$ cat config.mk
export PLATFORM = sky130hd
export DESIGN_NAME = ovn_front_flat
export DESIGN_NICKNAME = d
export VERILOG_FILES = /design/src/ovn_pkg.sv /design/src/ovn_if.sv /design/src/ovn_front.sv /design/src/flat_wrapper.sv
export SDC_FILE = /design/constraint.sdc
export NUM_CORES = 1
export LEC_CHECK = 0
export BUFFER_PORTS_ARGS = -buffer_cell sky130_fd_sc_hd__buf_2
export CELL_PAD_IN_SITES_DETAIL_PLACEMENT = 2
export CELL_PAD_IN_SITES_GLOBAL_PLACEMENT = 2
export CORE_MARGIN = 3
export CORE_UTILIZATION = 38
export DETAILED_ROUTE_END_ITERATION = 6
export PLACE_DENSITY_LB_ADDON = 0.1
export SLEW_MARGIN = 20
export SYNTH_ARGS = -nofsm -noshare
export SYNTH_HDL_FRONTEND = slang
export SYNTH_SLANG_ARGS = --single-unit
$ cat constraint.sdc
create_clock -name clk -period 3.8 [get_ports clk]
set_input_delay 0.57 -clock clk [delete_from_list [all_inputs] [get_ports clk]]
set_output_delay 0.57 -clock clk [all_outputs]
set_load 0.03 [all_outputs]
$ cat src/ovn_pkg.sv
// Shared types, constants and functions for the octave value noise block
`timescale 1ns / 1ps
`default_nettype none
package ovn_pkg;

    localparam int CNT_W   = 5;   // octave count, up to fifteen
    localparam int OCT_W   = 4;   // octave index
    localparam int MAG_W   = 48;  // scaled magnitude, Q16
    localparam int AMP_W   = 25;  // amplitude, Q15, capped at 2^24
    localparam int ACC_W   = 48;  // exact Q29 sum
    localparam logic [AMP_W-1:0] AMP_CAP   = 25'h100_0000;
    localparam logic [AMP_W-1:0] AMP_START = 25'd32768;
    localparam longint unsigned  PI_Q30    = 64'd3373259426;
    localparam int unsigned COS_DIV [1:12] = '{2, 12, 30, 56, 90, 132,
                                               182, 240, 306, 380, 462, 552};

    typedef enum logic [1:0] {
        REG_OCTAVE_COUNT = 2'd0,
        REG_INV_ZOOM     = 2'd1,
        REG_PERSISTENCE  = 2'd2,
        REG_SEED         = 2'd3
    } cfg_reg_t;

    typedef enum logic [3:0] {
        ST_IDLE, ST_SCALE, ST_CELL, ST_HASH, ST_DRAIN,
        ST_SMOOTH, ST_BLEND_X, ST_BLEND_Y, ST_ACCUM, ST_FINISH
    } back_state_t;

    // classified point handed from front to back
    typedef struct packed {
        logic [15:0]      ax;
        logic [15:0]      ay;
        logic             neg_x;
        logic             neg_y;
        logic [CNT_W-1:0] count;
    } item_t;

    typedef struct packed {
        logic        valid;
        logic [31:0] x;
        logic [31:0] y;
        logic [3:0]  tag;
    } hash_req_t;

    typedef struct packed {
        logic               valid;
        logic [3:0]         tag;
        logic signed [15:0] value;
    } hash_rsp_t;

    // (1 - cos(pi*k/2^bits)) / 2 in Q14, series in Q30; elaboration only
    function automatic logic [14:0] half_weight(int unsigned k, int unsigned bits);
        longint unsigned th;
        longint unsigned th2;
        longint unsigned term;
        longint          omc;
        longint unsigned r;
        th   = (PI_Q30 * longint'(k)) >> bits;
        th2  = (th * th) >> 30;
        term = 64'd1 << 30;
        omc  = 0;
        for (int j = 1; j <= 12; j++) begin
            term = ((term * th2) >> 30) / COS_DIV[j];
            if (j % 2 == 1)
                omc = omc + longint'(term);
            else
                omc = omc - longint'(term);
        end
        if (omc < 0)
            omc = 0;
        r = (longint'(omc) + (64'd1 << 16)) >> 17;
        return r[14:0];
    endfunction

    function automatic logic [14:0] blend_weight(int unsigned idx, int unsigned bits);
        int unsigned full;
        full = 1 << bits;
        if (2 * idx > full)
            return 15'(16384 - int'(half_weight(full - idx, bits)));
        return half_weight(idx, bits);
    endfunction

    // a + floor((b - a) * f / 2^14)
    function automatic logic signed [15:0] blend(logic signed [15:0] a,
                                                 logic signed [15:0] b,
                                                 logic [14:0] f);
        logic signed [16:0] d;
        logic signed [32:0] p;
        logic signed [18:0] s;
        d = {b[15], b} - {a[15], a};
        p = 33'(d) * 33'($signed({1'b0, f}));
        s = {{3{a[15]}}, a} + p[32:14];
        return s[15:0];
    endfunction

    // 3x3 smoothing: corners/16, sides/8, centre/4, floored
    function automatic logic signed [15:0] smooth(
        logic signed [15:0] ul, logic signed [15:0] um, logic signed [15:0] ur,
        logic signed [15:0] ml, logic signed [15:0] mm, logic signed [15:0] mr,
        logic signed [15:0] ll, logic signed [15:0] lm, logic signed [15:0] lr);
        logic signed [20:0] c;
        logic signed [20:0] s;
        logic signed [20:0] t;
        c = 21'(ul) + 21'(ur) + 21'(ll) + 21'(lr);
        s = 21'(um) + 21'(ml) + 21'(mr) + 21'(lm);
        t = c + (s <<< 1) + (21'(mm) <<< 2);
        return t[19:4];
    endfunction

endpackage
`default_nettype wire

$ cat src/ovn_if.sv
// Point and result channel interfaces
`timescale 1ns / 1ps
`default_nettype none
interface ovn_point_if;
    logic               valid;
    logic               ready;
    logic signed [15:0] point_x;
    logic signed [15:0] point_y;
    modport source (output valid, output point_x, output point_y, input ready);
    modport sink   (input valid, input point_x, input point_y, output ready);
endinterface

`default_nettype wire

$ cat src/ovn_front.sv
// Front end: takes points, splits sign and magnitude, clamps the count, queues
`timescale 1ns / 1ps
`default_nettype none
module ovn_front #(
    parameter int MAX_OCTAVES = 8
) (
    input  wire logic            clk,
    input  wire logic            rst_n,
    ovn_point_if.sink            point,
    input  wire logic [3:0]      octave_count,
    output logic                 item_valid,
    output ovn_pkg::item_t       item,
    input  wire logic            item_take
);
    ovn_pkg::item_t q_reg [2];
    logic           wr_ptr_reg, wr_ptr_next;
    logic           rd_ptr_reg, rd_ptr_next;
    logic [1:0]     fill_reg, fill_next;
    ovn_pkg::item_t in_item;
    logic           push;
    logic           pop;

    // classify the incoming point
    always_comb
    begin
        in_item.neg_x = point.point_x[15];
        in_item.neg_y = point.point_y[15];
        in_item.ax    = point.point_x[15] ? 16'(-point.point_x) : point.point_x;
        in_item.ay    = point.point_y[15] ? 16'(-point.point_y) : point.point_y;
        if (32'(octave_count) > MAX_OCTAVES)
            in_item.count = ovn_pkg::CNT_W'(MAX_OCTAVES);
        else
            in_item.count = ovn_pkg::CNT_W'(octave_count);
    end

    assign point.ready = (fill_reg != 2'd2);
    assign push        = point.valid && point.ready;
    assign pop         = item_take && item_valid;
    assign item_valid  = (fill_reg != 2'd0);
    assign item        = q_reg[rd_ptr_reg];

    // queue pointers
    always_comb
    begin
        wr_ptr_next = push ? ~wr_ptr_reg : wr_ptr_reg;
        rd_ptr_next = pop ? ~rd_ptr_reg : rd_ptr_reg;
        fill_next   = 2'(fill_reg + {1'b0, push} - {1'b0, pop});
    end

    always_ff @(posedge clk or negedge rst_n)
    begin
        if (!rst_n)
        begin
            wr_ptr_reg <= 1'b0;
            rd_ptr_reg <= 1'b0;
            fill_reg   <= 2'd0;
        end
        else
        begin
            wr_ptr_reg <= wr_ptr_next;
            rd_ptr_reg <= rd_ptr_next;
            fill_reg   <= fill_next;
        end
    end

    always_ff @(posedge clk)
    begin
        if (push)
            q_reg[wr_ptr_reg] <= in_item;
    end
endmodule
`default_nettype wire

$ cat src/flat_wrapper.sv
// flat-port wrapper written by rule: the top's interface ports become plain ports
module ovn_front_flat 
#(
    parameter int MAX_OCTAVES = 8
)
  (clk, rst_n, octave_count, item_valid, item, item_take, point_valid, point_point_x, point_point_y, point_ready);
  ovn_point_if point_i ();
  input  wire logic clk;
  input  wire logic rst_n;
  input  wire logic [3:0] octave_count;
  output logic item_valid;
  output ovn_pkg::item_t item;
  input  wire logic item_take;
  input wire logic [$bits(point_i.valid)-1:0] point_valid;
  input wire logic [$bits(point_i.point_x)-1:0] point_point_x;
  input wire logic [$bits(point_i.point_y)-1:0] point_point_y;
  output wire logic [$bits(point_i.ready)-1:0] point_ready;
  assign point_i.valid = point_valid;
  assign point_i.point_x = point_point_x;
  assign point_i.point_y = point_point_y;
  assign point_ready = point_i.ready;
  ovn_front #(.MAX_OCTAVES(MAX_OCTAVES)) u_core (.clk(clk), .rst_n(rst_n), .point(point_i), .octave_count(octave_count), .item_valid(item_valid), .item(item), .item_take(item_take));
endmodule
======== After elaboration in Yosys (flattened, before gate mapping) ========
Memories as Yosys holds them, arrays and structs flattened.
Cells that the tools add are included.
storage, ports and cells
  input port bits ......................... 40
  memories ................................ 1
  flip-flop bits (word level) ............. 4
  output and inout port bits .............. 41
  bits in writable memories ............... 76
  logic and storage cells ................. 20
memories
  name          words  width  rd ports  clocked after memory_dff  wr ports  line             source
  u_core.q_reg  2      38     1         0                         1         ovn_front.sv:15  ovn_pkg::item_t q_reg [2];
cells by class
  $lt $le $gt $ge ......................... 1
  eq/ne operators ......................... 1
  mux-type cells .......................... 5
  bitwise operators ....................... 2
  reductions and logical operators ........ 3
  add/subtract/negate cells ............... 4
operators with widths
  operator                                       number
  2-to-1 mux 16 bit                              2
  negator 16 bit                                 2
  > comparator 4 bit (second input constant)     1
  2-to-1 mux 4 bit                               1
  adder 2 x 1 -> 2 bit                           1
  logical AND 1 bit                              2
  2-to-1 mux 1 bit                               2
  inequality test 2 bit (second input constant)  1
  inverter 1 bit                                 2
  nonzero test 2 bit                             1
  subtractor 2 x 1 -> 2 bit                      1

======== Depth between registers and ports, before layout ========
  depth in word-level cells ............... 4
  depth in mapped cells ................... 7
  mapped depth without buffers ............ 7

======== Least setup slack after synthesis ========
OpenSTA, ideal clock, no wires.
  kind .................................... register to register
  start point ............................. reg u_core.fill_reg[1]
  end point ............................... mem u_core.q_reg[0][0] in the netlist's numbering, enable pin
  data required time ...................... 3367 ps
  cell stages (with the launch flop) ...... 4
  clock period less this slack ............ 2877 ps
  setup time .............................. 433 ps
  path buffers ............................ 0
  slack ................................... 923 ps
  arrival ................................. 2443 ps
  cells stage by stage .................... dfrtp_1 -> nand2b_1 -> nand2_1 -> nor2_1
on the way
  word-level cells in the longest chain between the ends .. 4
RTL lines
  what                                    line                source
  start: declaration                      ovn_front.sv:18     logic [1:0] fill_reg, fill_next;
  start signal: assignment                ovn_front.sv:62     fill_reg <= fill_next;
  inequality test 2 bit                   ovn_front.sv:36     assign point.ready = (fill_reg != 2'd2);
  net point_ready                         flat_wrapper.sv:17  output wire logic [$bits(point_i.ready)-1:0] point_ready;
  logical AND 1 bit                       ovn_front.sv:37     assign push = point.valid && point.ready;
  2-to-1 mux 1 bit                        ovn_front.sv:68     if (push)
  2-to-1 mux 1 bit (not written as such)  ovn_front.sv:69     q_reg[wr_ptr_reg] <= in_item;
  end: declaration                        ovn_front.sv:15
The timed path passes the listed nets, and every way through them passes these cells.

==> flow_summary_export.csv <==
group,metric,value,unit
timing,fin_crit,2.53,ns
synth,ys_warn_count,0,
timing,whs,0.0208,ns
cells_and_area,final_layout_size_suffix_gt1_frac,0.455,
detailed_routing,num_vias,2250,
detailed_routing,drtPass1Iterations,4,
die,fp.dieH,104,um
power,max-vdd-ir-drop,0.000237,V
cells_and_area,nNetsFinal,359,
cts,htree_levels,3,
placed_design,io_buffers,79,
power,leakage,1.58,nW
cells_and_area,largest_reg_flops,76,
global_routing,grt_max_degree,40,
timing,hold_violations,0,
placed_design,dp_hpwl,5570,um
cells_and_area,seq_area,2380,um^2
die,boundaryPins,81,
worst_setup_path,path_class,"register to primary output",
cells_and_area,synthToLayoutAreaGrowth,19.5,%
synth,synth-seq-area-share,0.649,
synth,synth_cell_types,34,
timing,max_slew_margin,0.361,
timing,tightest_slew,0.958,ns
synth,syn_inst,236,
synth,yosysTopAreaCell,"edfxtp_1",
synth,synth_top_area_share,0.622,
global_routing,grt_first_pass_wirelength,13000,um
synth,syn_area,3670,um^2
timing,fin_tns_setup,0,ns
cells_and_area,multi_input_area,1210,um^2
global_routing,grt_pass1_vias,2438,
synth,syn_nets,280,
timing,finalSetupViolCount,0,
synth,synth.area.top_cells,"edfxtp_1, mux2_2, xnor2_1, dfrtp_1, o31ai_1",
timing,fin_crit_sh,0.666,
cells_and_area,post-route-util,0.470,
worst_setup_path,cp-startpoint,"u_core.rd_ptr_reg",
cts,cts_tree,"built",
timing,finalClockSkew,0.00328,ns
timing,grt_setup_unrepaired,"no",
placed_design,place_area,4190,um^2
detailed_routing,drt_wl_total,8110,um
worst_setup_path,worstPathRequired,3.23,ns
worst_setup_path,timing.rr.start,"u_core.fill_reg[1]",
run_status,outcome,"finished, final reports clean",
cts,clock-sinks,80,
worst_setup_path,cp-start-kind,"register",
cells_and_area,n_fill_cell,912,
cts,numCtsBuffers,9,
cts,clk_pin_slew,0.08,ns
cts,cts_hold_buf,0,
die,dieArea,10900,um^2
die,num_rows,35,
detailed_routing,drc,0,
synth,synth_area_per_cell,15.5,um^2
cts,cts_root_buf,"clkbuf_8",
synth,synth_seq_cells,80,
cells_and_area,antenna_cells,0,
min_path,hold_path_class,"input pin to asynchronous set/reset pin",
global_routing,antenna_found_initial,0,
placed_design,gp_routability_congestion,0.720,
worst_setup_path,crit_fanout,39,
global_routing,grtUsageTotal,0.156,
cts,postCtsSetupBuffers,0,
worst_setup_path,cp-end-kind,"primary output",
cells_and_area,stdcell_area,4390,um^2
die,core,9330,um^2
detailed_routing,viasPerCell,5.02,
power,power-per-cell-area,727,nW/um^2
die,start_util,0.393,
detailed_routing,ant_nets,0,
global_routing,gr-total-overflow,0,
timing,fmax,395,MHz
flow_run,cap_violations,0,
detailed_routing,avgRoutedWirePerCell,18.1,um
die,die_w,104,um
worst_setup_path,critical_path_arrival,1.96,ns
cts,post_cts_resized,0,
detailed_routing,drt_iter0_drc,43,
power,total_power,3.19,mW
timing,finalMaxSlewViolations,0,
cts,clk_path_buf_depth,2,
cts,clk_latency,0.34,ns
path summary, 6_finish.rpt:
path,end,slack [ns],depth (start not counted)
setup / recovery,item[6],1.27,2
hold / removal,u_core.wr_ptr_reg,0.02,1
setup reg to reg,u_core.q_reg[0][2],1.84,4
hold reg to reg,u_core.fill_reg[1],0.52,1
max in group asynchronous,u_core.rd_ptr_reg,3.65,1
min in group clk,u_core.q_reg[1][22],0.46,1
synthesized netlist by cell type:
master    number
or4_4          2
buf_2          1
edfxtp_1      76
nor2b_1        3
o211ai_1       1
and2_1         1
mux2_2        38
o31ai_1        9
xor2_1         1
or3_1          6
inv_1          8
dfrtp_1        4
xnor2_1       28
conb_1         1
nand2b_1       5
buf_1          1
or4_1          3
ha_1           4
clkbuf_1       8
o41ai_1        6
buf_6          1
o41ai_2        3
or2_2          5
and3_1         1
buf_4          1
o21ai_0        6
nor3b_2        1
nor3_1         1
nand2_1        5
or4b_2         1
nor2_1         2
and4b_1        1
nor4_1         1
or4b_1         1
area by class of cell:
class / instances / area share
Tap cell: 129 / 0.0368
Clock buffer: 10 / 0.0291
Timing Repair Buffer: 80 / 0.0919
Multi-Input combinational cell: 136 / 0.275
Sequential cell: 80 / 0.544
Clock inverter: 5 / 0.0165
Inverter: 8 / 0.00685
layout by cell type (no fill, tap or decap), drive strengths merged, types with 6 or more instances in the layout:
master	count
or3	6
o21ai	6
o31ai	9
xnor2	28
o41ai	9
edfxtp	76
buf	80
inv	8
mux2	38
clkbuf	10
logic make-up (layout without fill, tap and decap cells):
kind of cell / after synthesis / after routing / share of synthesized area
other: 1 / 1 / 0.00102
adder cells (fa/ha/maj): 4 / 4 / 0.0136
AND/OR/NAND/NOR: 39 / 39 / 0.0699
AO/OA/AOI/OAI: 25 / 25 / 0.0563
XOR/XNOR: 29 / 29 / 0.0692
multiplexers: 38 / 38 / 0.117
flip-flops: 80 / 80 / 0.649
buffers and inverters: 20 / 103 / 0.0239
metal layers:
metal  vias up  GRT usage  share of wire
li1       1048          -              -
met1      1142      0.188           0.43
met2        51      0.269           0.51
met3         9     0.0360          0.042
met4         0     0.0608          0.014
met5         -          0              0
power by group:
group / internal (mW) / total [mW] / leakage (nW) / switching [mW]
sequential: 1.23 / 1.37 / 0.754 / 0.141
clock: 0.361 / 0.651 / 0.101 / 0.290
combinational: 0.422 / 1.17 / 0.726 / 0.745
through the flow:
stage	worst slack [ns]	std cells
finish	1.27	448
global placement	1.53	433
floorplan	0.923	236
detailed placement	1.52	433
global route	1.13	448
CTS	1.18	448
worst max-delay path: stages (launching register included):
cell and delay, ns:
dfrtp_2 0.99, mux2_2 0.43, buf_2 0.18
No activity file was read; power rests on OpenSTA's default activity.
